File: config.mk
export PLATFORM = sky130hd
export DESIGN_NAME = counting_semaphore_timed_wait
export DESIGN_NICKNAME = d
export VERILOG_FILES = /design/src/rtl/csem_pkg.sv /design/src/rtl/counting_semaphore_timed_wait.sv /design/src/rtl/csem_cell.sv /design/src/rtl/csem_queue.sv
export SDC_FILE = /design/constraint.sdc
export NUM_CORES = 2
export LEC_CHECK = 0
export ABC_AREA = 1
export BUFFER_PORTS_ARGS = -buffer_cell sky130_fd_sc_hd__buf_2
export CORE_MARGIN = 2
export CORE_UTILIZATION = 62
export DETAILED_ROUTE_END_ITERATION = 10
export PLACE_DENSITY = 0.9
export SLEW_MARGIN = 20
export SYNTH_ARGS = -nofsm -noshare
export SYNTH_HDL_FRONTEND = slang
export SYNTH_SLANG_ARGS = --single-unit
File: constraint.sdc
create_clock -name clk -period 7.6 [get_ports clk]
set_input_delay 0.38 -clock clk [delete_from_list [all_inputs] [get_ports clk]]
set_output_delay 0.38 -clock clk [all_outputs]
set_load 0.01 [all_outputs]
File: src/rtl/csem_pkg.sv
// ----------------------------------------------------------------------------
// csem_pkg: shared definitions for the counting semaphore
// Command and status codes, queue control struct and the value helper.
// ----------------------------------------------------------------------------
`default_nettype none

package csem_pkg;

	// Parameter defaults and limits.
	localparam int QUEUE_DEPTH_DEF = 16;
	localparam int QUEUE_DEPTH_MAX = 64;
	localparam int ID_BITS_DEF     = 8;
	localparam int RESULT_LIMIT    = 16;
	localparam int QPOS_W          = $clog2(QUEUE_DEPTH_MAX);
	localparam int SUM_W           = $clog2(2 * QUEUE_DEPTH_MAX + 1);

	// Command codes.
	localparam logic [1:0] CMD_WAIT   = 2'd0;
	localparam logic [1:0] CMD_SIGNAL = 2'd1;
	localparam logic [1:0] CMD_TICK   = 2'd2;

	// Status codes.
	localparam logic [2:0] ST_GRANTED = 3'd0;
	localparam logic [2:0] ST_BLOCKED = 3'd1;
	localparam logic [2:0] ST_WOKEN   = 3'd2;
	localparam logic [2:0] ST_TIMEOUT = 3'd3;
	localparam logic [2:0] ST_COUNTED = 3'd4;
	localparam logic [2:0] ST_NOTHING = 3'd5;
	localparam logic [2:0] ST_FULL    = 3'd6;

	typedef enum logic {
		S_IDLE,
		S_SCAN
	} state_t;

	// Control broadcast to every cell of a queue chain.
	typedef struct packed {
		logic              shift;
		logic              put;
		logic [QPOS_W-1:0] pos;
	} q_ctl_t;

	// Semaphore value: count when nonzero, else minus the waiter total.
	function automatic logic signed [16:0] sem_val(input logic [15:0] cnt,
			input logic [SUM_W-1:0] waiters);
		logic [16:0] neg;
		neg = 17'd0 - 17'(waiters);
		if (cnt != 16'd0) begin
			return signed'({1'b0, cnt});
		end
		return signed'(neg);
	endfunction

endpackage

`default_nettype wire

File: src/rtl/counting_semaphore_timed_wait.sv
// ----------------------------------------------------------------------------
// counting_semaphore_timed_wait: counting semaphore with timed waits
// Count, untimed and timed waiter FIFOs as slot chains, and a tick clock.
// ----------------------------------------------------------------------------
//  channel  | signals                                        | direction
//  ---------+------------------------------------------------+----------
//  input    | in_valid/in_ready, command, thread_id, timeout  | in
//  result   | out_valid/out_ready, status, woken_thread,      | out
//           | sem_value, last                                 |
//  config   | cfg_we, cfg_data                                | in
//
//  Wait and signal each give one beat from the output register.
//  A tick scans each queued timed waiter: the timed chain rotates its head
//  past one compare each cycle unless stalled, releasing up to 16 waiters.
//  Reset clears the count, occupancies and tick clock; queue slots hold junk.
//  A stalled output beat holds the scan whenever a further release is due.
// ----------------------------------------------------------------------------
`default_nettype none

module counting_semaphore_timed_wait
	import csem_pkg::*;
#(
	parameter int QUEUE_DEPTH = QUEUE_DEPTH_DEF,
	parameter int ID_BITS     = ID_BITS_DEF
) (
	input  wire logic        clk,
	input  wire logic        arst_n,
	input  wire logic        cfg_we,
	input  wire logic [15:0] cfg_data,
	input  wire logic        in_valid,
	output logic             in_ready,
	input  wire logic [1:0]  command,
	input  wire logic [7:0]  thread_id,
	input  wire logic [15:0] timeout,
	output logic             out_valid,
	input  wire logic        out_ready,
	output logic [2:0]       status,
	output logic [7:0]       woken_thread,
	output logic signed [16:0] sem_value,
	output logic             last
);

	localparam int IdW  = (ID_BITS < 8) ? ID_BITS : 8;
	localparam int OccW = $clog2(QUEUE_DEPTH + 1);
	localparam int RelW = $clog2(RESULT_LIMIT + 1);
	localparam int TW   = IdW + 32;

	state_t            state_q, state_d;
	logic [15:0]       count_q, count_d;
	logic [OccW-1:0]   uocc_q, uocc_d, tocc_q, tocc_d, scan_q, scan_d;
	logic [31:0]       clock_q, clock_d;
	logic [RelW-1:0]   rel_q, rel_d;
	logic              pend_q, pend_d;
	logic [IdW-1:0]    pend_tid_q, pend_tid_d;
	logic signed [16:0] pend_sem_q, pend_sem_d;
	logic              pend_cap;

	logic              out_valid_q, out_load, use_now;
	logic [2:0]        status_q, status_d;
	logic [IdW-1:0]    woken_q, woken_d;
	logic signed [16:0] sem_q, sem_d, sem_now;
	logic              last_q, last_d;

	q_ctl_t            uctl, tctl;
	logic [IdW-1:0]    u_put, u_head, tid_eff;
	logic [TW-1:0]     t_put, t_head;
	logic              out_free, in_fire, expired;

	assign tid_eff  = IdW'(thread_id);
	assign out_free = !out_valid_q || out_ready;
	assign in_fire  = in_valid && in_ready;

	// Waiter queues.
	csem_queue #(.DEPTH(QUEUE_DEPTH), .W(IdW)) u_untimed (
		.clk(clk), .ctl(uctl), .put_data(u_put), .head(u_head)
	);

	csem_queue #(.DEPTH(QUEUE_DEPTH), .W(TW)) u_timed (
		.clk(clk), .ctl(tctl), .put_data(t_put), .head(t_head)
	);

	assign expired = (t_head[31:0] < clock_q) && (rel_q < RelW'(RESULT_LIMIT));

	// Command decode, tick scan and result formation.
	always_comb begin
		state_d    = state_q;
		count_d    = count_q;
		uocc_d     = uocc_q;
		tocc_d     = tocc_q;
		clock_d    = clock_q;
		scan_d     = scan_q;
		rel_d      = rel_q;
		pend_d     = pend_q;
		pend_tid_d = pend_tid_q;
		pend_sem_d = pend_sem_q;
		pend_cap   = 1'b0;
		uctl       = '0;
		tctl       = '0;
		u_put      = tid_eff;
		t_put      = {tid_eff, clock_q + 32'(timeout)};
		in_ready   = 1'b0;
		out_load   = 1'b0;
		use_now    = 1'b0;
		status_d   = ST_NOTHING;
		woken_d    = '0;
		sem_d      = pend_sem_q;
		last_d     = 1'b1;

		case (state_q)
			S_IDLE: begin
				in_ready = out_free;
				if (in_fire) begin
					out_load = 1'b1;
					use_now  = 1'b1;
					case (command)
						CMD_WAIT: begin
							woken_d = tid_eff;
							if (count_q != 16'd0) begin
								count_d  = count_q - 16'd1;
								status_d = ST_GRANTED;
							end else if (timeout == 16'd0) begin
								if (uocc_q == OccW'(QUEUE_DEPTH)) begin
									status_d = ST_FULL;
								end else begin
									uctl.put = 1'b1;
									uctl.pos = QPOS_W'(uocc_q);
									uocc_d   = uocc_q + 1'b1;
									status_d = ST_BLOCKED;
								end
							end else begin
								if (tocc_q == OccW'(QUEUE_DEPTH)) begin
									status_d = ST_FULL;
								end else begin
									tctl.put = 1'b1;
									tctl.pos = QPOS_W'(tocc_q);
									tocc_d   = tocc_q + 1'b1;
									status_d = ST_BLOCKED;
								end
							end
						end
						CMD_SIGNAL: begin
							if (uocc_q != '0) begin
								uctl.shift = 1'b1;
								uocc_d     = uocc_q - 1'b1;
								status_d   = ST_WOKEN;
								woken_d    = u_head;
							end else if (tocc_q != '0) begin
								tctl.shift = 1'b1;
								tocc_d     = tocc_q - 1'b1;
								status_d   = ST_WOKEN;
								woken_d    = t_head[TW-1:32];
							end else begin
								if (count_q != 16'hFFFF) begin
									count_d = count_q + 16'd1;
								end
								status_d = ST_COUNTED;
							end
						end
						CMD_TICK: begin
							out_load = 1'b0;
							clock_d  = clock_q + 32'd1;
							scan_d   = tocc_q;
							rel_d    = '0;
							pend_d   = 1'b0;
							state_d  = S_SCAN;
						end
						default: begin
							status_d = ST_NOTHING;
						end
					endcase
				end
			end
			S_SCAN: begin
				if (scan_q != '0) begin
					// Head either leaves as a timeout or rejoins at the tail.
					if (!(expired && pend_q && !out_free)) begin
						tctl.shift = 1'b1;
						scan_d     = scan_q - 1'b1;
						if (expired) begin
							tocc_d     = tocc_q - 1'b1;
							rel_d      = rel_q + 1'b1;
							pend_d     = 1'b1;
							pend_tid_d = t_head[TW-1:32];
							pend_cap   = 1'b1;
							if (pend_q) begin
								out_load = 1'b1;
								status_d = ST_TIMEOUT;
								woken_d  = pend_tid_q;
								last_d   = 1'b0;
							end
						end else begin
							tctl.put = 1'b1;
							tctl.pos = QPOS_W'(tocc_q - 1'b1);
							t_put    = t_head;
						end
					end
				end else if (out_free) begin
					// Final beat of the tick.
					out_load = 1'b1;
					state_d  = S_IDLE;
					if (pend_q) begin
						status_d = ST_TIMEOUT;
						woken_d  = pend_tid_q;
					end else begin
						use_now = 1'b1;
					end
				end
			end
			default: begin
				state_d = S_IDLE;
			end
		endcase

		sem_now = sem_val(count_d, SUM_W'(uocc_d) + SUM_W'(tocc_d));
		if (use_now) begin
			sem_d = sem_now;
		end
		if (pend_cap) begin
			pend_sem_d = sem_now;
		end
	end

	// Control state.
	always_ff @(posedge clk or negedge arst_n) begin
		if (!arst_n) begin
			state_q     <= S_IDLE;
			count_q     <= '0;
			uocc_q      <= '0;
			tocc_q      <= '0;
			clock_q     <= '0;
			scan_q      <= '0;
			rel_q       <= '0;
			pend_q      <= 1'b0;
			out_valid_q <= 1'b0;
		end else begin
			state_q <= state_d;
			count_q <= cfg_we ? cfg_data : count_d;
			uocc_q  <= uocc_d;
			tocc_q  <= tocc_d;
			clock_q <= clock_d;
			scan_q  <= scan_d;
			rel_q   <= rel_d;
			pend_q  <= pend_d;
			if (out_load) begin
				out_valid_q <= 1'b1;
			end else if (out_ready) begin
				out_valid_q <= 1'b0;
			end
		end
	end

	// Output beat and pending release payload.
	always_ff @(posedge clk) begin
		pend_tid_q <= pend_tid_d;
		pend_sem_q <= pend_sem_d;
		if (out_load) begin
			status_q <= status_d;
			woken_q  <= woken_d;
			sem_q    <= sem_d;
			last_q   <= last_d;
		end
	end

	assign out_valid    = out_valid_q;
	assign status       = status_q;
	assign woken_thread = 8'(woken_q);
	assign sem_value    = sem_q;
	assign last         = last_q;

endmodule

`default_nettype wire

File: src/rtl/csem_cell.sv
// ----------------------------------------------------------------------------
// csem_cell: one queue slot
// Holds one entry; loads the broadcast entry when addressed, else takes
// its upper neighbor's entry when the chain shifts toward the head.
// ----------------------------------------------------------------------------
`default_nettype none

module csem_cell
	import csem_pkg::*;
#(
	parameter int W   = 8,
	parameter int IDX = 0
) (
	input  wire logic         clk,
	input  wire q_ctl_t       ctl,
	input  wire logic [W-1:0] put_data,
	input  wire logic [W-1:0] nbr_data,
	output logic      [W-1:0] data
);

	logic [W-1:0] data_q;

	// An addressed write wins over the shift.
	always_ff @(posedge clk) begin
		if (ctl.put && ctl.pos == QPOS_W'(IDX)) begin
			data_q <= put_data;
		end else if (ctl.shift) begin
			data_q <= nbr_data;
		end
	end

	assign data = data_q;

endmodule

`default_nettype wire

File: src/rtl/csem_queue.sv
// ----------------------------------------------------------------------------
// csem_queue: FIFO built as a chain of slots
// The head sits in slot zero; a shift pops it and moves all slots down.
// ----------------------------------------------------------------------------
`default_nettype none

module csem_queue
	import csem_pkg::*;
#(
	parameter int DEPTH = QUEUE_DEPTH_DEF,
	parameter int W     = 8
) (
	input  wire logic         clk,
	input  wire q_ctl_t       ctl,
	input  wire logic [W-1:0] put_data,
	output logic      [W-1:0] head
);

	logic [W-1:0] slot [DEPTH+1];

	// The slot past the end feeds zeros into the top cell.
	assign slot[DEPTH] = '0;

	for (genvar i = 0; i < DEPTH; i++) begin : g_cell
		csem_cell #(
			.W   (W),
			.IDX (i)
		) u_cell (
			.clk      (clk),
			.ctl      (ctl),
			.put_data (put_data),
			.nbr_data (slot[i+1]),
			.data     (slot[i])
		);
	end

	assign head = slot[0];

endmodule

`default_nettype wire

* Word level (Yosys, flattened, before mapping) *
Cells that the tools add are included.

word-level totals
  bits in latches = 0
  input port bits = 47
  memory bits (writable) = 0
  memories = 0
  output and inout bits = 31
  memory bits (read-only) = 0
  register bits after elaboration = 893
  logic and storage cells = 376

operators by class
  multiplexer cells = 184
  $add $sub $neg = 13
  $lt $le $gt $ge = 2
  equality and inequality tests = 40
  bitwise gates (word level) = 4
  shift operators = 0
  divide/modulo/power cells = 0
  $mul = 0
  reductions and logical operators = 86

operators with widths
  cell                                                number
  two-way mux 40 bit                                  36
  two-way mux 8 bit                                   45
  two-way mux 5 bit                                   24
  two-way mux 16 bit                                  7
  == test 6 x 4 -> 1 bit, second input constant       16
  nonzero test 2 bit                                  33
  two-way mux 7 bit                                   9
  two-way mux 17 bit                                  3
  case mux 5 bit (2 select lines)                     5
  == test 6 x 3 -> 1 bit, second input constant       8
  case mux 8 bit (2 select lines)                     3
  logical AND 1 bit                                   36
  two-way mux 3 bit                                   12
  two-way mux 1 bit                                   33
  adder 32 x 1 -> 32 bit, second input constant       1
  adder 32 x 16 -> 32 bit                             1
  less-than comparator 32 bit                         1
  case mux 16 bit (2 select lines)                    1
  nonzero test 16 bit                                 2
  == test 6 x 2 -> 1 bit, second input constant       4
  adder 16 x 1 -> 16 bit, second input constant       1
  zero test 16 bit                                    1
  != test 16 bit, second input constant               1
  subtractor 16 x 1 -> 16 bit, second input constant  1
  24 further kinds                                    45

* Logic depth before layout (Yosys ltp) *
  depth in word-level cells = 11
  mapped depth = 31
  mapped depth without buffers = 29

* By module *
A second synthesis with hierarchy kept.

second synthesis, totals
  cells, all modules = 5131
  area, all modules = 46638.5 µm²

by module, submodules not included
  module                                        cells an instance  area each (µm²)  instances  sequential area each (µm²)
  counting_semaphore_timed_wait                 1431               10288.6          1          3398.3
  csem_cell at u_timed.g_cell[10].u_cell ...    185                1848.0           4          1201.2
  csem_cell at u_timed.g_cell[1].u_cell ...     184                1809.2           4          1201.2
  csem_cell at u_timed.g_cell[13].u_cell ...    190                1914.3           2          1201.2
  csem_cell at u_timed.g_cell[11].u_cell ...    184                1891.8           2          1201.2
  csem_cell at u_timed.g_cell[12].u_cell ...    183                1808.0           2          1201.2
  csem_cell at u_untimed.g_cell[11].u_cell ...  44                 432.9            6          240.2
  csem_cell at u_timed.g_cell[0].u_cell         185                1810.5           1          1201.2
  csem_cell at u_timed.g_cell[15].u_cell        183                1805.5           1          1201.2
  csem_cell at u_untimed.g_cell[10].u_cell ...  50                 430.4            4          240.2
  csem_cell at u_untimed.g_cell[0].u_cell ...   45                 436.7            2          240.2
  csem_cell at u_untimed.g_cell[13].u_cell ...  50                 427.9            2          240.2
  csem_cell at u_untimed.g_cell[3].u_cell       43                 411.6            1          240.2
  csem_cell at u_untimed.g_cell[15].u_cell      43                 409.1            1          240.2
  csem_queue                                    1                  3.8              2          0.0

* Least setup slack after synthesis *
Ideal clock, no wire load.

  path kind = reg2reg
  start = register clock_q[23]
  end = register u_timed.g_cell[3].u_cell.data_q[0], enable pin
  path slack = 1962 ps
  clock period less this slack = 5638 ps
  library setup time = 493 ps
  path buffers = 2
  required time = 7107 ps
  stages on the path, launching flop included = 16
  data arrival time = 5145 ps
  cell sequence = dfrtp_1 inv_1 ha_1 nand2_1 inv_1 nand3_1 nor4_1 nand2_1 nand2_1 buf_4 ha_1 nand4_1 nand2_2 nand2_2 clkbuf_1 o21ai_0

on the way
  cells in the longest elaborated chain, start to end = 10
  elaborated cells between the ends (all ways) = 11

RTL lines
  what                                 RTL line                              RTL
  start: declaration                   counting_semaphore_timed_wait.sv:51   logic [31:0] clock_q, clock_d;
  start signal: assignment             counting_semaphore_timed_wait.sv:240  clock_q <= clock_d;
  less-than comparator 32 bit (*)      counting_semaphore_timed_wait.sv:82   assign expired = (t_head[31:0] < clock_q) && (rel_q < RelW'(RESULT_LIMIT));
  logical AND 1 bit (*)                counting_semaphore_timed_wait.sv:82
  logical AND 1 bit (2 in series)      counting_semaphore_timed_wait.sv:176  if (!(expired && pend_q && !out_free)) begin
  two-way mux 8 bit (*)                counting_semaphore_timed_wait.sv:176
  two-way mux 8 bit (*)                counting_semaphore_timed_wait.sv:174  if (scan_q != '0) begin
  case mux 8 bit (2 select lines) (*)  counting_semaphore_timed_wait.sv:109  case (state_q)
  == test 6 x 2 -> 1 bit               csem_cell.sv:25                       if (ctl.put && ctl.pos == QPOS_W'(IDX)) begin
  logical AND 1 bit                    csem_cell.sv:25
  nonzero test 2 bit (no line) (*)     -
  end signal: assignment               csem_cell.sv:26                       data_q <= put_data;
  end signal: assignment               csem_cell.sv:28                       data_q <= nbr_data;
  end: declaration                     csem_cell.sv:21                       logic [W-1:0] data_q;

Every way passes the cells marked *; elsewhere a longest branch is shown, timed or not.
A chain may end at the register's enable or synchronous reset.

* Worst setup path after layout *
  start = register state_q
  end = register u_timed.g_cell[8].u_cell.data_q[33], enable pin

on the way
  cells in the longest elaborated chain, start to end = 7
  elaborated cells between the ends (all ways) = 8

RTL lines
  what                                 RTL line                              RTL
  start: declaration                   counting_semaphore_timed_wait.sv:48   state_t state_q, state_d;
  start signal: assignment             counting_semaphore_timed_wait.sv:236  state_q <= state_d;
  two-way mux 1 bit                    counting_semaphore_timed_wait.sv:109
  logical AND 1 bit                    counting_semaphore_timed_wait.sv:71   assign in_fire = in_valid && in_ready;
  two-way mux 8 bit                    counting_semaphore_timed_wait.sv:112  if (in_fire) begin
  case mux 8 bit (2 select lines) (*)  counting_semaphore_timed_wait.sv:109
  == test 6 x 4 -> 1 bit               csem_cell.sv:25
  logical AND 1 bit                    csem_cell.sv:25
  nonzero test 2 bit (no line) (*)     -
  end signal: assignment               csem_cell.sv:26
  end signal: assignment               csem_cell.sv:28
  end: declaration                     csem_cell.sv:21

Marks and branches as above.

==> impl_metrics.json <==
{
  "htreeDepth": 3,
  "synth.top_cell.area_share_pct": 56.2,
  "syn_area_sq_um": 43900,
  "p_int_mw": 12.4,
  "ir_drop_mv": 0.321,
  "clk_pin_slew_ns": 0.07,
  "first_pass_iters": 9,
  "vias": 35400,
  "tightest_slew_ns": 1.31,
  "drc": 0,
  "cp_max_fo": 164,
  "hold_path_startpoint": "out_ready",
  "cellPowerDensity_nw_per_um2": 408,
  "drtIter0Drc": 5819,
  "drv_slew": 0,
  "hold_viol": 0,
  "n_antenna_cell": 0,
  "nFillCells": 4861,
  "grt_first_pass_wirelength_mm": 189,
  "place_congestion": 0.995,
  "synth_seq_area_share_pct": 60.3,
  "ant_nets": 0,
  "async_flop_share_pct": 7.95,
  "syn_avg_cell_area_sq_um": 9.29,
  "critPathRequiredTime_ns": 7.87,
  "syn_inst": 4727,
  "tritoncts": "built",
  "design_area_sq_um": 47800,
  "regToRegStartpoint": "state_q$_DFF_PN0_",
  "die_area_sq_um": 73000,
  "setup_slack_ns": 2.55,
  "port_buffers": 77,
  "cts_buffers": 89,
  "period_needed_ns": 5.05,
  "r2r_slack_ns": 2.55,
  "cts.sinks": 893,
  "pin_count": 78,
  "die_w_um": 270,
  "finalSetupViolCount": 0,
  "post_drt_wl_per_cell_um": 21.9,
  "yosys.area.top_type": "edfxtp_1",
  "leakage_nw": 20.5,
  "cp-startpoint": "state_q$_DFF_PN0_",
  "track_usage_pct": 33.5,
  "hp-class": "primary input to flip-flop",
  "placed_area_sq_um": 44600,
  "yosys_warnings": 0,
  "drt_wl_total_mm": 125,
  "yosys-top-cells-count": "nand2_1 (1948), edfxtp_1 (822), nand3_1 (554)",
  "nNetsFinal": 4797,
  "grt_max_degree": 165,
  "clock_latency_ns": 0.66,
  "pwr-share-comb_pct": 28.6,
  "vias_per_cell": 6.22,
  "synth_area_leaders": "edfxtp_1 (56%), nand2_1 (17%), nand3_1 (6.3%), dfrtp_1 (4.0%), o21ai_0 (2.8%)",
  "root_buffer": "clkbuf_16",
  "clock_skew_ns": 0.0334,
  "syn2layout_area_growth_pct": 8.82,
  "instances_no_fill": 5690,
  "antenna_found_initial": 0,
  "coreArea_sq_um": 70000,
  "synth_flop_cell": "edfxtp_1",
  "rsz0062_at_grt": "false",
  "cp.arrival_ns": 5.32,
  "yosysMostFrequentCell": "nand2_1",
  "p_sw_share_pct": 36.4,
  "finalPower_mw": 19.5,
  "num_rows": 97,
  "fin_setup_tns_ns": 0,
  "grt-ovfl-total": 0,
  "drive_gt1_share_pct": 7.79,
  "slew-limit-headroom_pct": 12.6,
  "dp_hpwl_mm": 78.0,
  "post_cts_buffers": 0,
  "die_y_um": 270,
  "outcome": "complete, no violations",
  "yosysUniqueCellTypes": 58,
  "synth_edf_count": 822,
  "cp-end-kind": "flip-flop",
  "hold_slack_ns": 0.0773,
  "seq_power_share_pct": 48.6,
  "pre_cts_slack_ns": 2.73,
  "fin_util_pct": 68.2,
  "first_global_vias": 32900,
  "switchingPower_mw": 7.09,
  "place_inst": 5510,
  "crit_path_start_kind": "flip-flop",
  "power.clock.fraction_pct": 22.8,
  "maxCapViolations": 0,
  "clk_path_buf_depth": 3,
  "yosys_register_bits": 893,
  "worst-setup-path-type": "flip-flop to flip-flop",
  "syn_nets": 4844,
  "start_util_pct": 62.7,
  "final.period_utilization_pct": 66.4,
  "fmax_mhz": 198
}
-- metal layers --
metal	vias to the layer above	track usage [%]	share of wire, %	routed length, um
li1	15800	-	-	-
met3	499	8.22	14	17700
met4	0	17.0	5.9	7380
met5	-	0	0	0
met1	16300	45.3	36	44600
met2	2794	50.8	44	54800
-- logic make-up (layout without fill, tap and decap cells) --
| group | after synthesis | in the layout | share of synthesized area [%] |
|---|---|---|---|
| buffers and inverters | 509 | 532 | 5.00 |
| xor gates and xnor gates | 60 | 60 | 1.20 |
| adders and majority gates | 70 | 70 | 2.03 |
| DFF | 893 | 893 | 60.3 |
| AOI/OAI and AO/OA | 398 | 398 | 4.82 |
| and+or+nand+nor | 2797 | 2797 | 26.7 |
-- layout make-up --
cell class / instances / area [sq um] / area share [%]
multi-input cells: 3325 / 15400 / 32.2
flip-flops and latches: 893 / 26500 / 55.4
well taps: 940 / 1180 / 2.46
inverters: 222 / 835 / 1.75
clock inverters: 64 / 624 / 1.31
clock buffers: 97 / 2280 / 4.77
repair buffers: 149 / 1010 / 2.12
-- worst paths after layout --
| check | end | cells after the start |
|---|---|---|
| worst min-delay path | out_valid$_DFFE_PN0P_ | 4 |
| max in group asynchronous | count_q[14]$_DFF_PN0_ | 2 |
| min in group asynchronous | clock_q[29]$_DFFE_PN0P_ | 2 |
| worst max-delay path | u_timed.g_cell[8].u_cell.data[33]$_DFFE_PP_ | 14 |
| worst min register to register | pend_tid_q[1]$_DFFE_PP_ | 0 |
| worst max register to register | u_timed.g_cell[8].u_cell.data[33]$_DFFE_PP_ | 14 |
-- registers in the layout, indices dropped and copies added (netlist names), 8 cells and up --
signal,flops
u_timed.g_cell.u_cell.data,640
u_untimed.g_cell.u_cell.data,128
clock_q,32
pend_sem_q,17
sem_value,17
count_q,16
pend_tid_q,8
woken_thread,8
-- power groups by stage --
stage | registers, mW | logic [mW] | clock network [mW]
6_report | 9.48 | 5.56 | 4.44
5_1_grt | 9.57 | 6.06 | 4.61
4_1_cts | 9.39 | 5.37 | 4.43
3_5_place_dp | 9.40 | 5.28 | 0
3_3_place_gp | 9.40 | 5.07 | 0
2_1_floorplan | 9.09 | 3.52 | 0
-- worst max-delay path, stage by stage (launching register included) --
cell and delay, ns:
dfrtp_1 0.62, inv_2 0.32, nand3_4 0.16, clkinv_2 0.27, nand2_4 0.27, nor2_4 0.29, inv_2 0.16, nor2_4 0.19
nand2_1 0.07, nand2_1 0.09, nand3_1 0.31, nor2_4 0.24, buf_12 0.50, nand2_1 0.23, nand2_2 0.78
-- cells in the final DEF (no fill, tap or decap), drive strengths merged, types with 68 or more instances in the layout --
cell / instances
clkbuf: 97
o21ai: 274
nor2: 184
nand3: 558
a21oi: 73
edfxtp: 822
buf: 132
inv: 219
nand2: 1972
ha: 68
dfrtp: 71
-- repair_timing --
item	in CTS	in global routing
hold buffers	17	0
hold endpoints to repair	87	0
resized for setup	0	0
setup endpoints to repair	0	0
No activity file was read; power rests on OpenSTA's default activity.
